[config.mk]
export PLATFORM = sky130hd
export DESIGN_NAME = msort_cell
export DESIGN_NICKNAME = d
export VERILOG_FILES = /design/src/rtl/msort_pkg.sv /design/src/rtl/msort_cell.sv
export SDC_FILE = /design/constraint.sdc
export NUM_CORES = 1
export LEC_CHECK = 0
export BUFFER_PORTS_ARGS = -buffer_cell sky130_fd_sc_hd__buf_2
export CORE_MARGIN = 2
export CORE_UTILIZATION = 25
export CTS_CLUSTER_SIZE = 20
export DETAILED_ROUTE_END_ITERATION = 8
export PLACE_DENSITY = 0.5
export RECOVER_POWER = 100
export SLEW_MARGIN = 20
export SYNTH_ARGS = -nofsm -noshare
export SYNTH_HDL_FRONTEND = slang
export SYNTH_SLANG_ARGS = --single-unit
[constraint.sdc]
create_clock -name clk_i -period 7.35 [get_ports clk_i]
set_input_delay 1.1025 -clock clk_i [delete_from_list [all_inputs] [get_ports clk_i]]
set_output_delay 1.1025 -clock clk_i [all_outputs]
set_load 0.05 [all_outputs]
[src/rtl/msort_pkg.sv]
`default_nettype none
// ----------------------------------------------------------------------------
// msort_pkg
// Shared types and sizes for the merge sort engine cell chain.
// ----------------------------------------------------------------------------
package msort_pkg;

  localparam int unsigned MaxItems = 64;
  localparam int unsigned CntW     = $clog2(MaxItems + 1);
  localparam int unsigned DataW    = 32;

  typedef logic signed [DataW-1:0] word_t;
  typedef logic [CntW-1:0]         cnt_t;

  // one slot of the chain: a value and whether it holds anything
  typedef struct packed {
    logic  vld;
    word_t val;
  } entry_t;

endpackage : msort_pkg
`default_nettype wire

[src/rtl/msort_cell.sv]
`default_nettype none
// ----------------------------------------------------------------------------
// msort_cell
// One sorting cell: keeps the smallest value seen, passes the larger one on.
// ----------------------------------------------------------------------------
module msort_cell (
  input  logic             clk_i,
  input  logic             rst_ni,
  input  msort_pkg::entry_t ins_i,   // value arriving from the left
  input  logic             shift_i, // drain: take the right neighbor's slot
  input  msort_pkg::entry_t nxt_i,   // right neighbor's held slot
  output msort_pkg::entry_t held_o,
  output msort_pkg::entry_t carry_o
);
  import msort_pkg::*;

  entry_t held_q, held_d;
  entry_t carry_q, carry_d;

  always_comb begin
    held_d      = held_q;
    carry_d.vld = 1'b0;
    carry_d.val = ins_i.val;
    if (shift_i) begin
      held_d = nxt_i;
    end else if (ins_i.vld) begin
      if (!held_q.vld) begin
        held_d = ins_i;
      end else if (ins_i.val < held_q.val) begin
        held_d  = ins_i;
        carry_d = held_q;
      end else begin
        carry_d = ins_i;
      end
    end
  end

  always_ff @(posedge clk_i or negedge rst_ni) begin
    if (!rst_ni) begin
      held_q  <= '0;
      carry_q <= '0;
    end else begin
      held_q  <= held_d;
      carry_q <= carry_d;
    end
  end

  assign held_o  = held_q;
  assign carry_o = carry_q;

endmodule : msort_cell
`default_nettype wire

== Word level (Yosys, flattened, before mapping) ==
Index checks and enable logic that the tools add are counted.

* Flip-flop bits (word level): 66
* Input port bits: 69
* Word-level logic and storage cells: 16

* $lt $le $gt $ge: 1
* Eq/ne operators: 1
* Multiplexer cells: 8
* Reductions and logical operators: 2

{| class="wikitable"
|+ Operator list
! cell !! number
|-
| $mux W33 || 5
|-
| $mux W32 || 3
|-
| $lt A32 B32 Y1 || 1
|-
| $ne A3 B2 Y1 const B || 1
|-
| $reduce_and A2 Y1 || 1
|-
| $reduce_bool A2 Y1 || 1
|}

== Depth between registers and ports, before layout ==
* Word-level depth: 5
* Depth in mapped cells: 11

== Worst setup path after synthesis ==
Ideal clock, no wire load.

* Path type: input to register
* Start point: input ins_i[31] (netlist bit)
* End point: register carry_q (netlist bit carry_o[10])
* Data arrival time: 3.103 ns
* Path slack: 4.120 ns
* Stages: 9
* Cell sequence: ha_1 -> nand4_1 -> nor3_2 -> nand2_1 -> a2111oi_4 -> nor3_1 -> nand3b_2 -> buf_6 -> mux2_1

{| class="wikitable"
|+ RTL lines
! element !! RTL line !! text
|-
| start, declared || msort_cell.sv:9 || <nowiki>input msort_pkg::entry_t ins_i,</nowiki>
|-
| end signal, assigned || msort_cell.sv:44 || <nowiki>carry_q <= carry_d;</nowiki>
|-
| end, declared || msort_cell.sv:18 || <nowiki>entry_t carry_q, carry_d;</nowiki>
|}

== Worst setup path after layout ==
* Start point: input shift_i
* End point: register held_q (netlist bit held_o[9])

* Longest elaborated chain between the ends: 2
* Elaborated cells between the ends (all ways): 4

{| class="wikitable"
|+ Ends and longest elaborated chain
! element !! RTL line !! text
|-
| start, declared || msort_cell.sv:10 || <nowiki>input logic shift_i,</nowiki>
|-
| $ne A3 B2 Y1 (no source line) or $reduce_bool A2 Y1 (tied branches) || n/a ||
|-
| $reduce_and A2 Y1 (no source line) || n/a ||
|-
| end signal, assigned || msort_cell.sv:43 || <nowiki>held_q <= held_d;</nowiki>
|-
| end, declared || msort_cell.sv:17 || <nowiki>entry_t held_q, held_d;</nowiki>
|}

Several ways; a longest one is shown, not always the timed one.
A chain may end at the register's enable or synchronous reset.

==> flow_summary.ini <==
[timing]
finalSetupViolCount = 0
hold_violations = 0
grt_setup_unrepaired = no
fmax_mhz = 186
worst_slew_pin_slew_ns = 3.79
finalCritPeriodShare_pct = 73.2
worst_clock_skew_ns = 0.00686
fin_setup_tns_ns = 0
maxSlewViolCount = 136
relSlewSlack_pct = -153
fin_crit_ns = 5.38
layout_setup_ws_ns = 1.97
hold_ws_ns = 0.551

[drt]
ant_nets = 0
totalWireLength_um = 10000
drc_errors = 0
via_per_inst = 4.59
wl_per_cell_um = 15.4
drtPass1Iterations = 6
vias = 3000
drt-initial-drc-count = 112

[finish]
fin_nets = 564
nFillCells = 1544
instances_no_fill = 653
syn2layout_area_growth_pct = 28.6
stdcell_area_sq_um = 4700
drive_gt1_share_pct = 18.6
final_util_pct = 32.6
seq_area_sq_um = 1650
multi_input_comb_area_sq_um = 1770
diodes = 0

[run]
maxCapViolations = 3

[clock_network]
numCtsBuffers = 9
cts_root_buf = clkbuf_16
cts_hold_buf = 0
postCtsSetupRepairBufs = 0
max-clock-path-buffers = 2
clkLatencyLatePin_ns = 0.33
post_cts_resized = 0
clkTransAtPathRegs_ns = 0.06
h-tree-depth = 3
cts.sink_count = 66
cts_tree = yes

[run_status]
status = complete, but fails checks
failed_checks = max-capacitance violations, max-slew violations

[yosys]
synth_seq_cells = 66
synthXorXnorAreaFrac_pct = 0
synth_cells = 333
synth_mux_area_share_pct = 18.6
yosys_warnings = 0
ys_types = 34
ys_seq_area_share_pct = 45.2
yosys.area_share.simple_pct = 4.07
synth_adder_area_share_pct = 10.6
synth.avg_cell_area_sq_um = 11.0
synth_top_family_by_area = multiplexers
synth_area_sq_um = 3660
synth_compound_area_share_pct = 15.0
synth_nets = 433

[place]
dp_hpwl_um = 7190
place_area_sq_um = 4480
gp_congestion = 0.712
io_buffers = 134
place_inst = 637
place_ws_ns = 2.66

[die]
coreArea_sq_um = 14400
die_area_sq_um = 15600
core.rowCount = 44
dieHeight_um = 125
io_pins = 135
start_util_pct = 25.3
die_w_um = 125

[setup_path]
startpoint_type = primary input
crit_required_ns = 7.51
end_kind = flip-flop
arrival_ns = 5.55
startpoint = shift_i
criticalPathCategory = in2reg
r2r-start = held_o[31]$_DFFE_PN0P_
crit_fanout = 36

[grt]
overflow = 0
grt_max_degree = 67
grt_pass1_vias = 3120
grtUsageTotal_pct = 13.3
antenna_found_initial = 0
grt_pass1_wl_um = 16300

[power_and_ir_drop]
leakage_nw = 2.24
vdd_drop_max_uv = 101
p_total_mw = 1.35
pwr_density_cell_nw_per_um2 = 287

[hold_path]
min_path_type = reg2reg
hold_start = held_o[16]$_DFFE_PN0P_
[critical path, cell delays in order]
cell and delay [ns]:
buf_2 0.07, clkbuf_1 1.87, inv_1 0.32, o2111ai_4 0.49, and2_0 0.76, clkbuf_1 0.73
a21oi_1 0.17
[metal layers]
layer / share of wire, % / global-route usage, %
met1: 45 / 17.1
met3: 6.7 / 4.28
met5: 0 / 0
met4: 1.3 / 3.73
met2: 47 / 21.5
[power by group]
part           leakage [nW]  internal, mW  total, mW  switching [mW]
Combinational          1.32         0.114      0.440           0.326
Clock                 0.156         0.300      0.454           0.154
Sequential            0.758         0.414      0.454          0.0409
[cell type report]
class                      instances  share of cell area, %
sequential                        66                   35.1
inverter                          34                   2.71
clock inverter                     1                  0.638
multi-input combinational        216                   37.7
timing repair buffer             137                   12.8
clock buffer                      15                   6.12
tap                              184                   4.89
[synthesized netlist by cell type]
| master | count | area, sq um |
|---|---|---|
| and3_1 | 2 | 12.5 |
| nand2b_1 | 2 | 12.5 |
| mux2i_1 | 32 | 320 |
| dfrtp_1 | 66 | 1650 |
| nand3b_2 | 1 | 11.3 |
| nand4_1 | 2 | 12.5 |
| a21o_1 | 3 | 22.5 |
| o2111ai_1 | 1 | 8.76 |
| nor3_1 | 3 | 15.0 |
| a2111o_1 | 1 | 11.3 |
| mux2_1 | 32 | 360 |
| inv_1 | 34 | 128 |
| a21oi_1 | 73 | 365 |
| o21ai_1 | 2 | 10.0 |
| a2bb2oi_1 | 1 | 8.76 |
| buf_2 | 1 | 5.00 |
| nand3_1 | 3 | 15.0 |
| a41oi_1 | 1 | 8.76 |
| a31oi_1 | 1 | 6.26 |
| a221o_1 | 1 | 10.0 |
| ha_1 | 31 | 388 |
| nor2_1 | 1 | 3.75 |
| o2111ai_2 | 1 | 15.0 |
| and2_1 | 2 | 12.5 |
| a2111oi_4 | 1 | 27.5 |
| o21ai_0 | 5 | 25.0 |
| o21a_1 | 1 | 7.51 |
| buf_4 | 2 | 15.0 |
| nand2_1 | 9 | 33.8 |
| a311oi_2 | 1 | 15.0 |
| a21boi_0 | 1 | 7.51 |
| buf_6 | 5 | 56.3 |
| clkbuf_1 | 9 | 33.8 |
| nor3_2 | 2 | 20.0 |
[cells in the final DEF, fill, tap and decap left out]
| cell type | n |
|---|---|
| a21oi_1 | 73 |
| clkbuf_1 | 71 |
| buf_2 | 67 |
| dfrtp_1 | 66 |
| inv_1 | 34 |
| mux2_1 | 32 |
| mux2i_1 | 32 |
| ha_1 | 31 |
| nand2_1 | 9 |
| clkbuf_16 | 9 |
| o21ai_0 | 6 |
| clkbuf_8 | 4 |
| nand3_1 | 3 |
| nor3_1 | 3 |
| a21o_1 | 3 |
| nand4_1 | 2 |
| nor3_2 | 2 |
| nand2b_1 | 2 |
| and3_1 | 2 |
| a2111o_1 | 1 |
| a21boi_0 | 1 |
| a311oi_2 | 1 |
| o21a_1 | 1 |
| a41oi_1 | 1 |
| a2bb2oi_1 | 1 |
| and2_1 | 1 |
| a2111oi_4 | 1 |
| a31oi_1 | 1 |
| a221o_1 | 1 |
| o2111ai_1 | 1 |
| o21ai_1 | 1 |
| nand3b_1 | 1 |
| o2111ai_4 | 1 |
| and2_0 | 1 |
| nor2_1 | 1 |
| bufinv_16 | 1 |
| buf_4 | 1 |
[cells by family after synthesis]
kind of cell / count (synthesis)
flip-flops: 66
AND/OR/NAND/NOR: 27
multiplexers: 64
AO/OA/AOI/OAI: 94
adder cells (fa/ha/maj): 31
buffers and inverters: 51
[state kept, by name (all words and copies together), names as in the netlist]
| name | flops |
|---|---|
| carry_o | 33 |
| held_o | 33 |
[worst paths after layout]
| check | to | slack (ns) | depth (start not counted) |
|---|---|---|---|
| setup reg to reg | carry_o[1]$_DFF_PN0_ | 3.01 | 9 |
| max in group asynchronous | carry_o[30]$_DFF_PN0_ | 3.15 | 1 |
| hold reg to reg | carry_o[16]$_DFF_PN0_ | 0.55 | 1 |
| min in group asynchronous | carry_o[5]$_DFF_PN0_ | 2.08 | 1 |
| setup / recovery | held_o[9]$_DFFE_PN0P_ | 1.97 | 7 |
| hold / removal | carry_o[16]$_DFF_PN0_ | 0.55 | 1 |
(Power assumes the default switching activity.)
